File: src/hdl/fmbq_pkg.sv
// ----------------------------------------------------------------------------
// fmbq_pkg : front/middle/back queue shared definitions
// Operation codes, sequencer state type and fixed constants.
// ----------------------------------------------------------------------------
package fmbq_pkg;

  localparam int DATA_W  = 32;
  localparam int MODE_W  = 3;
  localparam int COUNT_W = 5;

  localparam logic [MODE_W-1:0] MODE_PUSH_FRONT = 3'd0;
  localparam logic [MODE_W-1:0] MODE_PUSH_MID   = 3'd1;
  localparam logic [MODE_W-1:0] MODE_PUSH_BACK  = 3'd2;
  localparam logic [MODE_W-1:0] MODE_POP_FRONT  = 3'd3;
  localparam logic [MODE_W-1:0] MODE_POP_MID    = 3'd4;
  localparam logic [MODE_W-1:0] MODE_POP_BACK   = 3'd5;

  // value returned when nothing is popped
  localparam logic [DATA_W-1:0] NO_VALUE = '1;

  typedef enum logic [6:0] {
    S_IDLE    = 7'b0000001,
    S_INS_RD  = 7'b0000010,
    S_INS_WR  = 7'b0000100,
    S_INS_FIN = 7'b0001000,
    S_REM_CAP = 7'b0010000,
    S_REM_RD  = 7'b0100000,
    S_REM_WR  = 7'b1000000
  } fmbq_state_t;

endpackage

File: src/hdl/front_middle_back_queue_core.sv
// ----------------------------------------------------------------------------
// front_middle_back_queue_core : bounded front/middle/back queue
// Ordered store of signed 32-bit values with push and pop at the front, the
// middle and the back. Gaps are opened and closed one entry at a time through
// a single-port-write / single-port-read memory under a small sequencer.
// ----------------------------------------------------------------------------
//
//  channel  | handshake          | payload
//  ---------+--------------------+-----------------------------------------
//  command  | start / busy       | mode, push_value
//  result   | done (1-cycle)     | pop_value, was_empty, dropped, entry_count
//
//  Sequence: a beat that moves no entry (pop on empty, push into a full store,
//    unused mode) gives its result the cycle after acceptance, busy stays low.
//  A push walks S_INS_RD / S_INS_WR once per moved entry, then writes the new
//    value in S_INS_FIN; a pop captures its value in S_REM_CAP, then walks
//    S_REM_RD / S_REM_WR once per moved entry. Each move is one memory read
//    plus one memory write.
//  Reset: rst (synchronous) empties the queue; stored words are not cleared.
//  Stalls: busy is high from acceptance until the result cycle; the receiver
//    cannot stall, done is a one-cycle strobe.
//
module front_middle_back_queue_core #(
  parameter int CAPACITY = 16
) (
  input  logic                             clk,
  input  logic                             rst,
  input  logic                             start,
  output logic                             busy,
  input  logic [fmbq_pkg::MODE_W-1:0]      mode,
  input  logic signed [fmbq_pkg::DATA_W-1:0] push_value,
  output logic                             done,
  output logic signed [fmbq_pkg::DATA_W-1:0] pop_value,
  output logic                             was_empty,
  output logic                             dropped,
  output logic [fmbq_pkg::COUNT_W-1:0]     entry_count
);

  // index width and count width (count reaches CAPACITY)
  localparam int IW = (CAPACITY > 1) ? $clog2(CAPACITY) : 1;
  localparam int CW = $clog2(CAPACITY + 1);

  localparam logic [CW-1:0] C_ONE  = CW'(1);
  localparam logic [CW-1:0] C_TWO  = CW'(2);
  localparam logic [CW-1:0] C_FULL = CW'(CAPACITY);

  fmbq_pkg::fmbq_state_t state;

  logic [CW-1:0] count;   // stored values
  logic [CW-1:0] k;       // walking index
  logic [CW-1:0] pos;     // insert / remove position
  logic [fmbq_pkg::DATA_W-1:0] val;

  // storage
  logic [fmbq_pkg::DATA_W-1:0] mem [CAPACITY];
  logic [fmbq_pkg::DATA_W-1:0] rd_data;
  logic [IW-1:0]               rd_addr;
  logic [IW-1:0]               wr_addr;
  logic [fmbq_pkg::DATA_W-1:0] wr_data;
  logic                        wr_en;

  // command decode
  logic          is_push;
  logic          is_pop;
  logic          full;
  logic          empty;
  logic [CW-1:0] half;
  logic [CW-1:0] push_pos;
  logic [CW-1:0] pop_pos;

  assign busy = (state != fmbq_pkg::S_IDLE);

  assign is_push = (mode == fmbq_pkg::MODE_PUSH_FRONT) || (mode == fmbq_pkg::MODE_PUSH_MID) ||
                   (mode == fmbq_pkg::MODE_PUSH_BACK);
  assign is_pop  = (mode == fmbq_pkg::MODE_POP_FRONT) || (mode == fmbq_pkg::MODE_POP_MID) ||
                   (mode == fmbq_pkg::MODE_POP_BACK);
  assign full  = (count == C_FULL);
  assign empty = (count == '0);
  assign half  = count >> 1;

  always_comb begin
    unique case (mode)
      fmbq_pkg::MODE_PUSH_FRONT: push_pos = '0;
      fmbq_pkg::MODE_PUSH_MID:   push_pos = half;
      default:                   push_pos = count;
    endcase
  end

  // middle pop: count/2 when odd, count/2-1 when even
  always_comb begin
    unique case (mode)
      fmbq_pkg::MODE_POP_FRONT: pop_pos = '0;
      fmbq_pkg::MODE_POP_MID:   pop_pos = count[0] ? half : (half - C_ONE);
      default:                  pop_pos = count - C_ONE;
    endcase
  end

  // memory port control
  always_comb begin
    rd_addr = '0;
    wr_en   = 1'b0;
    wr_addr = k[IW-1:0];
    wr_data = rd_data;
    unique case (state)
      fmbq_pkg::S_IDLE:    rd_addr = pop_pos[IW-1:0];   // first read of a pop
      fmbq_pkg::S_INS_RD:  rd_addr = IW'(k - C_ONE);
      fmbq_pkg::S_INS_WR:  wr_en   = 1'b1;              // shift up by one
      fmbq_pkg::S_INS_FIN: begin
        wr_en   = 1'b1;
        wr_addr = pos[IW-1:0];
        wr_data = val;
      end
      fmbq_pkg::S_REM_RD:  rd_addr = IW'(k + C_ONE);
      fmbq_pkg::S_REM_WR:  wr_en   = 1'b1;              // shift down by one
      default:             rd_addr = '0;
    endcase
  end

  always_ff @(posedge clk) begin
    if (wr_en) begin
      mem[wr_addr] <= wr_data;
    end
    rd_data <= mem[rd_addr];
  end

  // sequencer
  always_ff @(posedge clk) begin
    if (rst) begin
      state <= fmbq_pkg::S_IDLE;
      count <= '0;
      done  <= 1'b0;
    end else begin
      done <= 1'b0;
      unique case (state)
        fmbq_pkg::S_IDLE: begin
          if (start) begin
            val <= push_value;
            if (is_push && !full) begin
              pos   <= push_pos;
              k     <= count;
              state <= (count > push_pos) ? fmbq_pkg::S_INS_RD : fmbq_pkg::S_INS_FIN;
            end else if (is_pop && !empty) begin
              pos   <= pop_pos;
              state <= fmbq_pkg::S_REM_CAP;
            end else begin
              // nothing moves: answer at once
              done        <= 1'b1;
              pop_value   <= fmbq_pkg::NO_VALUE;
              was_empty   <= is_pop;
              dropped     <= is_push;
              entry_count <= fmbq_pkg::COUNT_W'(count);
            end
          end
        end
        fmbq_pkg::S_INS_RD: state <= fmbq_pkg::S_INS_WR;
        fmbq_pkg::S_INS_WR: begin
          k     <= k - C_ONE;
          state <= (k > pos + C_ONE) ? fmbq_pkg::S_INS_RD : fmbq_pkg::S_INS_FIN;
        end
        fmbq_pkg::S_INS_FIN: begin
          count       <= count + C_ONE;
          done        <= 1'b1;
          pop_value   <= fmbq_pkg::NO_VALUE;
          was_empty   <= 1'b0;
          dropped     <= 1'b0;
          entry_count <= fmbq_pkg::COUNT_W'(count + C_ONE);
          state       <= fmbq_pkg::S_IDLE;
        end
        fmbq_pkg::S_REM_CAP: begin
          pop_value <= rd_data;
          k         <= pos;
          if (pos + C_ONE < count) begin
            state <= fmbq_pkg::S_REM_RD;
          end else begin
            count       <= count - C_ONE;
            done        <= 1'b1;
            was_empty   <= 1'b0;
            dropped     <= 1'b0;
            entry_count <= fmbq_pkg::COUNT_W'(count - C_ONE);
            state       <= fmbq_pkg::S_IDLE;
          end
        end
        fmbq_pkg::S_REM_RD: state <= fmbq_pkg::S_REM_WR;
        fmbq_pkg::S_REM_WR: begin
          k <= k + C_ONE;
          if (k + C_TWO < count) begin
            state <= fmbq_pkg::S_REM_RD;
          end else begin
            count       <= count - C_ONE;
            done        <= 1'b1;
            was_empty   <= 1'b0;
            dropped     <= 1'b0;
            entry_count <= fmbq_pkg::COUNT_W'(count - C_ONE);
            state       <= fmbq_pkg::S_IDLE;
          end
        end
        default: state <= fmbq_pkg::S_IDLE;
      endcase
    end
  end

  // checks
  a_count_bound: assert property (@(posedge clk) disable iff (rst)
    count <= C_FULL)
    else $error("count above capacity");

  a_done_idle: assert property (@(posedge clk) disable iff (rst)
    done |-> (state == fmbq_pkg::S_IDLE))
    else $error("result strobe while sequencer busy");

  a_empty_pop: assert property (@(posedge clk) disable iff (rst)
    (start && !busy && is_pop && empty) |=> (done && was_empty && !dropped))
    else $error("pop on empty not answered at once");

  a_full_push: assert property (@(posedge clk) disable iff (rst)
    (start && !busy && is_push && full) |=> (done && dropped && $stable(count)))
    else $error("push into full store not dropped");

  a_state_onehot: assert property (@(posedge clk) disable iff (rst)
    $onehot(state))
    else $error("sequencer state not one-hot");

endmodule
File: config.mk
export PLATFORM = sky130hd
export DESIGN_NAME = front_middle_back_queue_core
export DESIGN_NICKNAME = d
export VERILOG_FILES = /design/src/hdl/fmbq_pkg.sv /design/src/hdl/front_middle_back_queue_core.sv
export SDC_FILE = /design/constraint.sdc
export NUM_CORES = 1
export LEC_CHECK = 0
export BUFFER_PORTS_ARGS = -buffer_cell sky130_fd_sc_hd__clkbuf_2
export CORE_MARGIN = 10
export CORE_UTILIZATION = 40
export DETAILED_ROUTE_END_ITERATION = 10
export PLACE_DENSITY = 0.61
export SYNTH_ARGS = -nofsm -noshare
export SYNTH_HDL_FRONTEND = slang
export SYNTH_SLANG_ARGS = --single-unit
export TNS_END_PERCENT = 50
File: constraint.sdc
create_clock -name clk -period 6.06 [get_ports clk]
set_clock_uncertainty 0.15 [all_clocks]
set_input_delay 1.515 -clock clk [delete_from_list [all_inputs] [get_ports clk]]
set_output_delay 1.515 -clock clk [all_outputs]
set_load 0.005 [all_outputs]
==> results of run 1 <==
[worst max-delay path, delay by kind of cell (launching register included)]
kind / cells / cell delay (ns)
DFF: 1 / 0.34
and+or+nand+nor: 3 / 2.42
buffers and inverters: 1 / 0.44
AOI/OAI and AO/OA: 1 / 0.91
[state kept, by name, summed over array words and instances, names as in the netlist, 7 cells and up]
signal     cells
pop_value     32
mem          512
rd_data       32
state          7
val           32
[power by group]
| part | internal, mW | switching (mW) |
|---|---|---|
| registers | 5.50 | 0.105 |
| logic | 0.552 | 1.39 |
| clock network | 2.24 | 1.65 |
[per-layer routing]
layer / track usage (%) / up-vias
met1: 23.08 / 8122
li1: - / 7324
met5: 0 / -
met4: 5.177 / 0
met2: 27.35 / 519
met3: 2.344 / 95
[per-stage QoR]
| step | hold slack [ns] | setup slack, ns |
|---|---|---|
| 6_report | 0.3652 | 1.439 |
| 5_1_grt | 0.4005 | 1.221 |
| 4_1_cts | 0.3671 | 1.476 |
| 3_5_place_dp | 0.3524 | 1.452 |
| 3_3_place_gp | 0.3546 | 1.470 |
| 2_1_floorplan | 0.3371 | 1.300 |
[cells in the mapped netlist, types with 13 or more instances]
master | count | area [µm²]
sky130_fd_sc_hd__nand2b_1 | 36 | 225.2
sky130_fd_sc_hd__edfxtp_1 | 593 | 17810
sky130_fd_sc_hd__a21oi_1 | 143 | 715.7
sky130_fd_sc_hd__a21boi_0 | 65 | 488.0
sky130_fd_sc_hd__o21ai_1 | 22 | 110.1
sky130_fd_sc_hd__nor2_1 | 49 | 183.9
sky130_fd_sc_hd__nand2_1 | 446 | 1674
sky130_fd_sc_hd__nand4_1 | 32 | 200.2
sky130_fd_sc_hd__a221o_1 | 52 | 520.5
sky130_fd_sc_hd__mux2i_1 | 59 | 590.6
sky130_fd_sc_hd__a311o_1 | 14 | 140.1
sky130_fd_sc_hd__buf_2 | 43 | 215.2
sky130_fd_sc_hd__clkbuf_1 | 64 | 240.2
sky130_fd_sc_hd__and2_1 | 15 | 93.84
sky130_fd_sc_hd__dfxtp_1 | 45 | 900.9
sky130_fd_sc_hd__ha_1 | 29 | 362.9
sky130_fd_sc_hd__o21ai_0 | 53 | 265.3
sky130_fd_sc_hd__nand3_1 | 17 | 85.08
sky130_fd_sc_hd__inv_1 | 19 | 71.32
sky130_fd_sc_hd__xnor2_1 | 13 | 113.9
sky130_fd_sc_hd__a211oi_1 | 15 | 112.6
[kinds of logic after synthesis]
| family | share of synthesized area [%] |
|---|---|
| flops | 71.86 |
| buf+inv | 2.485 |
| mux | 2.571 |
| compound gates | 10.66 |
| simple gates | 10.46 |
| fa+ha+maj | 1.394 |
| xor+xnor | 0.5719 |
[worst paths after layout]
| path | start | endpoint | slack, ns | depth (start not counted) |
|---|---|---|---|---|
| hold / removal | rd_data[5] | pop_value[5] | 0.37 | 1 |
| setup / recovery | state[0] | mem[8][31] | 1.44 | 5 |
| hold reg to reg | rd_data[5] | pop_value[5] | 0.37 | 1 |
| setup reg to reg | state[0] | mem[8][31] | 1.44 | 5 |
[cell type report]
class | count | area, µm² | share of cell area [%]
Tap cell | 855 | 1070 | 3.626
Timing Repair Buffer | 115 | 730.7 | 2.476
Clock inverter | 30 | 382.9 | 1.298
Clock buffer | 86 | 1680 | 5.695
Multi-Input combinational cell | 1159 | 6859 | 23.25
Inverter | 20 | 75.07 | 0.2544
Sequential cell | 638 | 18710 | 63.40
==> out/qor.csv, run 1 <==
stage;metric;value;unit
power_and_ir_drop;power_per_cell_area;387.7;nW/µm²
floorplanning;top_level_ports;79;
timing;timing.final.hold_violations;0;
power_and_ir_drop;power.leakage;9.850;nW
min_path;min-delay-path-class;reg -> reg;
critical_path;path_class;reg -> reg;
floorplanning;num_rows;93;
critical_path;critPathMaxStageDelay;1.12;ns
synth;postSynthNetCount;2005;
power_and_ir_drop;ir_worst_vdd;246.2;µV
placed_design;placed_cells;2787;
routing;amount_of_wire_on_met3_after_detailed_routing;3.737;mm
timing;fmax;0.2164;GHz
timing;max-slew-margin-rel;11.22;%
floorplanning;floorplan.die.width;275.1;µm
clocking;number_of_h_tree_levels;2;
routing;top_signal_layer_used;met4;
synth;postSynthRegisterBits;638;
critical_path;critical_path_arrival;4.77;ns
placed_design;place_congestion;0.8238;
final_layout;insertedDiodeCount;0;
placed_design;port_buffers;78;
final_layout;leading_cell_type_in_the_layout_fill_and_taps_excluded;sky130_fd_sc_hd__edfxtp_1;
clocking;holdBufCountCts;0;
critical_path;cp-end-kind;flip-flop;
synth;synth_warnings;0;
timing;setup-tns-final;0;ns
final_layout;area_growth_from_synthesis_to_final_layout;13.34;%
routing;drt_first_iter_violations;1396;
global_route;grt_start_max_net_pins;115;
run;max_cap_violations;0;
routing;via_count;16060;
final_layout;fin_nets;2062;
clocking;clock_tree_from_tritoncts;done;
clocking;clock_path_buffers;3;
synth;netlist_instances;1938;
timing;slew_violations;0;
critical_path;crit_path_max_fanout;20;
synth;netlist-cell-type-count;67;
timing;min_period;4.621;ns
final_layout;postLayoutCellArea;29510;µm²
global_route;grtUsageTotal;16.81;%
synth;synth_edf_count;593;
routing;remaining_drc_errors;0;
routing;route.final.wire_length;65.04;mm
status;outcome;complete, no violations;
timing;worst_pin_slew;1.325;ns
critical_path;cp_cell_sequence;nor3_1, nand4b_1, o32a_1, nor2_4, buf_4;
routing;drt_first_pass_iters;5;
timing;min_period_over_period;76.25;%
clocking;cts.repair.resized;0;
critical_path;required;6.21;ns
synth;share_of_synthesized_registers_carrying_an_async_set_or_reset;0;%
final_layout;finish.utilization;45.77;%
routing;route.layer.met1.wl;28.66;mm
placed_design;placed_cell_area;27440;µm²
synth;syn_area;26030;µm²
routing;wl_per_cell;22.40;µm
global_route;grt_pass1_wl;96.95;mm
final_layout;most-common-layout-cells;593 x sky130_fd_sc_hd__edfxtp_1, 446 x sky130_fd_sc_hd__nand2_1, 142 x sky130_fd_sc_hd__a21oi_1;
final_layout;filler_cell_count;5708;
clocking;clk_pin_slew;0.07;ns
clocking;cts-root-buf;sky130_fd_sc_hd__clkbuf_16;
floorplanning;floorplan.die_area;75690;µm²
synth;post_synth.cell_area_avg;13.43;µm²
floorplanning;core_region_area;64460;µm²
clocking;cts_buffers;61;
clocking;worst_skew_pair.late_latency;0.64;ns
floorplanning;chipHeight;275.1;µm
critical_path;worstSetupStartpointType;flip-flop;
critical_path;timing.critical_path.slowest_stage_cell;sky130_fd_sc_hd__nand4b_1;
final_layout;post_route_cells_drive_above_1_share;12.06;%
floorplanning;initial_utilization;40.38;%
routing;detail-route-antenna-nets;0;
clocking;post_cts.repair.setup_buffers;0;
timing;grt_setup_unrepaired;no;
timing;setup_viol;0;
global_route;grt_pass1_vias;15600;
final_layout;final-instance-count-excl-fill;2903;
synth;synth_seq_area_share;71.86;%
placed_design;dpl.hpwl;35.32;mm
global_route;grt_antenna_before_repair;0;
clocking;cts_num_sinks;638;
power_and_ir_drop;power.total;11.44;mW
routing;wl_met2;31.03;mm
routing;via_per_inst;5.532;
global_route;grt_overflow;0;
synth;synthFlopType;sky130_fd_sc_hd__edfxtp_1;
Note: power is estimated with default switching activity, not from simulation.
==> run 2, diff against run 1 <==
- clock period: 6.06 -> 4.6 ns (I/O delays scaled with it)
==> run 2 against run 1 <==
Count of clock-buffer cells in the layout decreased by 2. Clock power rose by 47%. Register-to-register slack worse by 0.54 ns. Critical path type unchanged. Cell count grew 0.96%. Largest cell class unchanged. Die area stayed put. Critical path depth is 1 higher. Worst hold slack better by 0.0021 ns. Wire length shrank 0.70%. Via count hardly changed.
==> out/qor.csv, run 2 (same netlist as run 1, synthesis figures left out) <==
stage;metric;value;unit;change
timing;slew_violations;0;;unchanged
timing;fmax;0.2704;GHz;+25%
final_layout;area_growth_from_synthesis_to_final_layout;15.33;%;
timing;min_period_over_period;80.39;%;+4.1 points
floorplanning;initial_utilization;40.38;%;unchanged
floorplanning;core_region_area;64460;µm²;unchanged
global_route;grt_antenna_before_repair;0;;unchanged
floorplanning;floorplan.die.width;275.1;µm;unchanged
timing;min_period;3.698;ns;-0.9227 ns
global_route;grt_pass1_wl;98.01;mm;+1.1%
placed_design;dpl.hpwl;35.77;mm;+1.3%
routing;remaining_drc_errors;0;;unchanged
power_and_ir_drop;power.leakage;10.12;nW;+2.7%
routing;via_count;16070;;+0.050%
placed_design;port_buffers;78;;unchanged
placed_design;place_congestion;0.8335;;+1.2%
clocking;cts.repair.resized;0;;unchanged
global_route;grtUsageTotal;16.97;%;+0.16 points
run;max_cap_violations;0;;unchanged
clocking;cts-root-buf;sky130_fd_sc_hd__clkbuf_16;;
critical_path;path_class;reg -> reg;;
global_route;grt_overflow;0;;unchanged
status;outcome;complete, no violations;;
power_and_ir_drop;ir_worst_vdd;277.1;µV;+13%
global_route;grt_start_max_net_pins;60;;-48%
routing;detail-route-antenna-nets;0;;unchanged
timing;setup_viol;0;;unchanged
clocking;clock_path_buffers;3;;unchanged
routing;wl_per_cell;22.03;µm;-1.7%
final_layout;insertedDiodeCount;0;;unchanged
clocking;post_cts.repair.setup_buffers;0;;unchanged
clocking;holdBufCountCts;0;;unchanged
timing;grt_setup_unrepaired;no;;
clocking;clock_tree_from_tritoncts;done;;
timing;timing.final.hold_violations;0;;unchanged
clocking;worst_skew_pair.late_latency;0.60;ns;-0.04 ns
final_layout;post_route_cells_drive_above_1_share;13.20;%;+1.1 points
critical_path;critical_path_arrival;3.83;ns;-0.94 ns
timing;worst_pin_slew;1.122;ns;-0.2031 ns
final_layout;fin_nets;2091;;+1.4%
floorplanning;chipHeight;275.1;µm;unchanged
global_route;grt_pass1_vias;15930;;+2.1%
routing;drt_first_pass_iters;5;;unchanged
timing;max-slew-margin-rel;25.05;%;+14 points
final_layout;most-common-layout-cells;593 x sky130_fd_sc_hd__edfxtp_1, 446 x sky130_fd_sc_hd__nand2_1, 142 x sky130_fd_sc_hd__a21oi_1;;
power_and_ir_drop;power_per_cell_area;523.6;nW/µm²;+35%
routing;route.final.wire_length;64.58;mm;-0.70%
clocking;number_of_h_tree_levels;3;;+1
routing;drt_first_iter_violations;1444;;+3.4%
final_layout;regMostFlops;mem;;
critical_path;worstSetupStartpointType;flip-flop;;
final_layout;leading_cell_type_in_the_layout_fill_and_taps_excluded;sky130_fd_sc_hd__edfxtp_1;;
floorplanning;floorplan.die_area;75690;µm²;unchanged
min_path;min-delay-path-class;reg -> reg;;
clocking;clk_pin_slew;0.06;ns;about the same
clocking;cts_buffers;68;;+11%
critical_path;required;4.73;ns;-1.48 ns
routing;via_per_inst;5.482;;-0.91%
floorplanning;top_level_ports;79;;unchanged
final_layout;flip_flop_count_of_the_largest_register_all_copies_and_words_added;512;;unchanged
clocking;cts_num_sinks;638;;unchanged
timing;setup-tns-final;0;ns;unchanged
critical_path;cp-end-kind;flip-flop;;
critical_path;crit_path_max_fanout;24;;+20%
floorplanning;num_rows;93;;unchanged
timing;timing.hold.ws;0.3673;ns;+0.002060 ns
[run 2: report_power, final]
group | total, mW | switching (mW) | internal, mW
registers | 7.40 | 0.153 | 7.25
clock network | 5.70 | 2.22 | 3.48
logic | 2.62 | 1.84 | 0.778
[run 2: final timing paths]
kind              startpoint            to  slack (ns)  depth (start not counted)
hold reg to reg   rd_data[4]  pop_value[4]        0.37                          1
setup / recovery    state[0]    mem[5][16]        0.90                          6
hold / removal    rd_data[4]  pop_value[4]        0.37                          1
setup reg to reg    state[0]    mem[5][16]        0.90                          6
[run 2: routing by layer]
metal	wire length, µm	part of all wire (%)	global-route usage (%)	up-vias
li1	-	-	-	7379
met1	27320	42	22.51	8074
met2	31570	49	28.11	524
met3	4168	6.5	2.553	91
met5	0	0	0	-
met4	1521	2.4	5.867	0
[run 2: worst max-delay path, cell delays in order (launching register included)]
cell and delay, ns:
sky130_fd_sc_hd__dfxtp_1 0.34, sky130_fd_sc_hd__nor3_1 0.46, sky130_fd_sc_hd__nand4b_1 0.31, sky130_fd_sc_hd__buf_4 0.34
sky130_fd_sc_hd__o32a_1 0.50, sky130_fd_sc_hd__nor2_4 0.91, sky130_fd_sc_hd__buf_4 0.37
[run 2: final cells by class]
type	count	area [µm²]
tap	855	1070
multi-input combinational	1159	6859
inverter	20	75.07
timing repair buffer	137	983.4
fill	5640	34440
clock inverter	38	525.5
sequential	638	18710
clock buffer	84	1804
[run 2: metrics by stage]
step	worst slack (ns)	power, mW	util, %	instance area (µm²)	instances
after global placement	0.7905	10.05	42.96	27700	2809
final	0.9021	15.72	46.58	30030	2931
after detailed placement	0.6978	10.13	42.96	27700	2809
after CTS	0.9155	15.85	46.58	30030	2931
after global routing	0.7087	16.39	46.58	30030	2931
after floorplan	0.2048	9.253	-	26030	1938
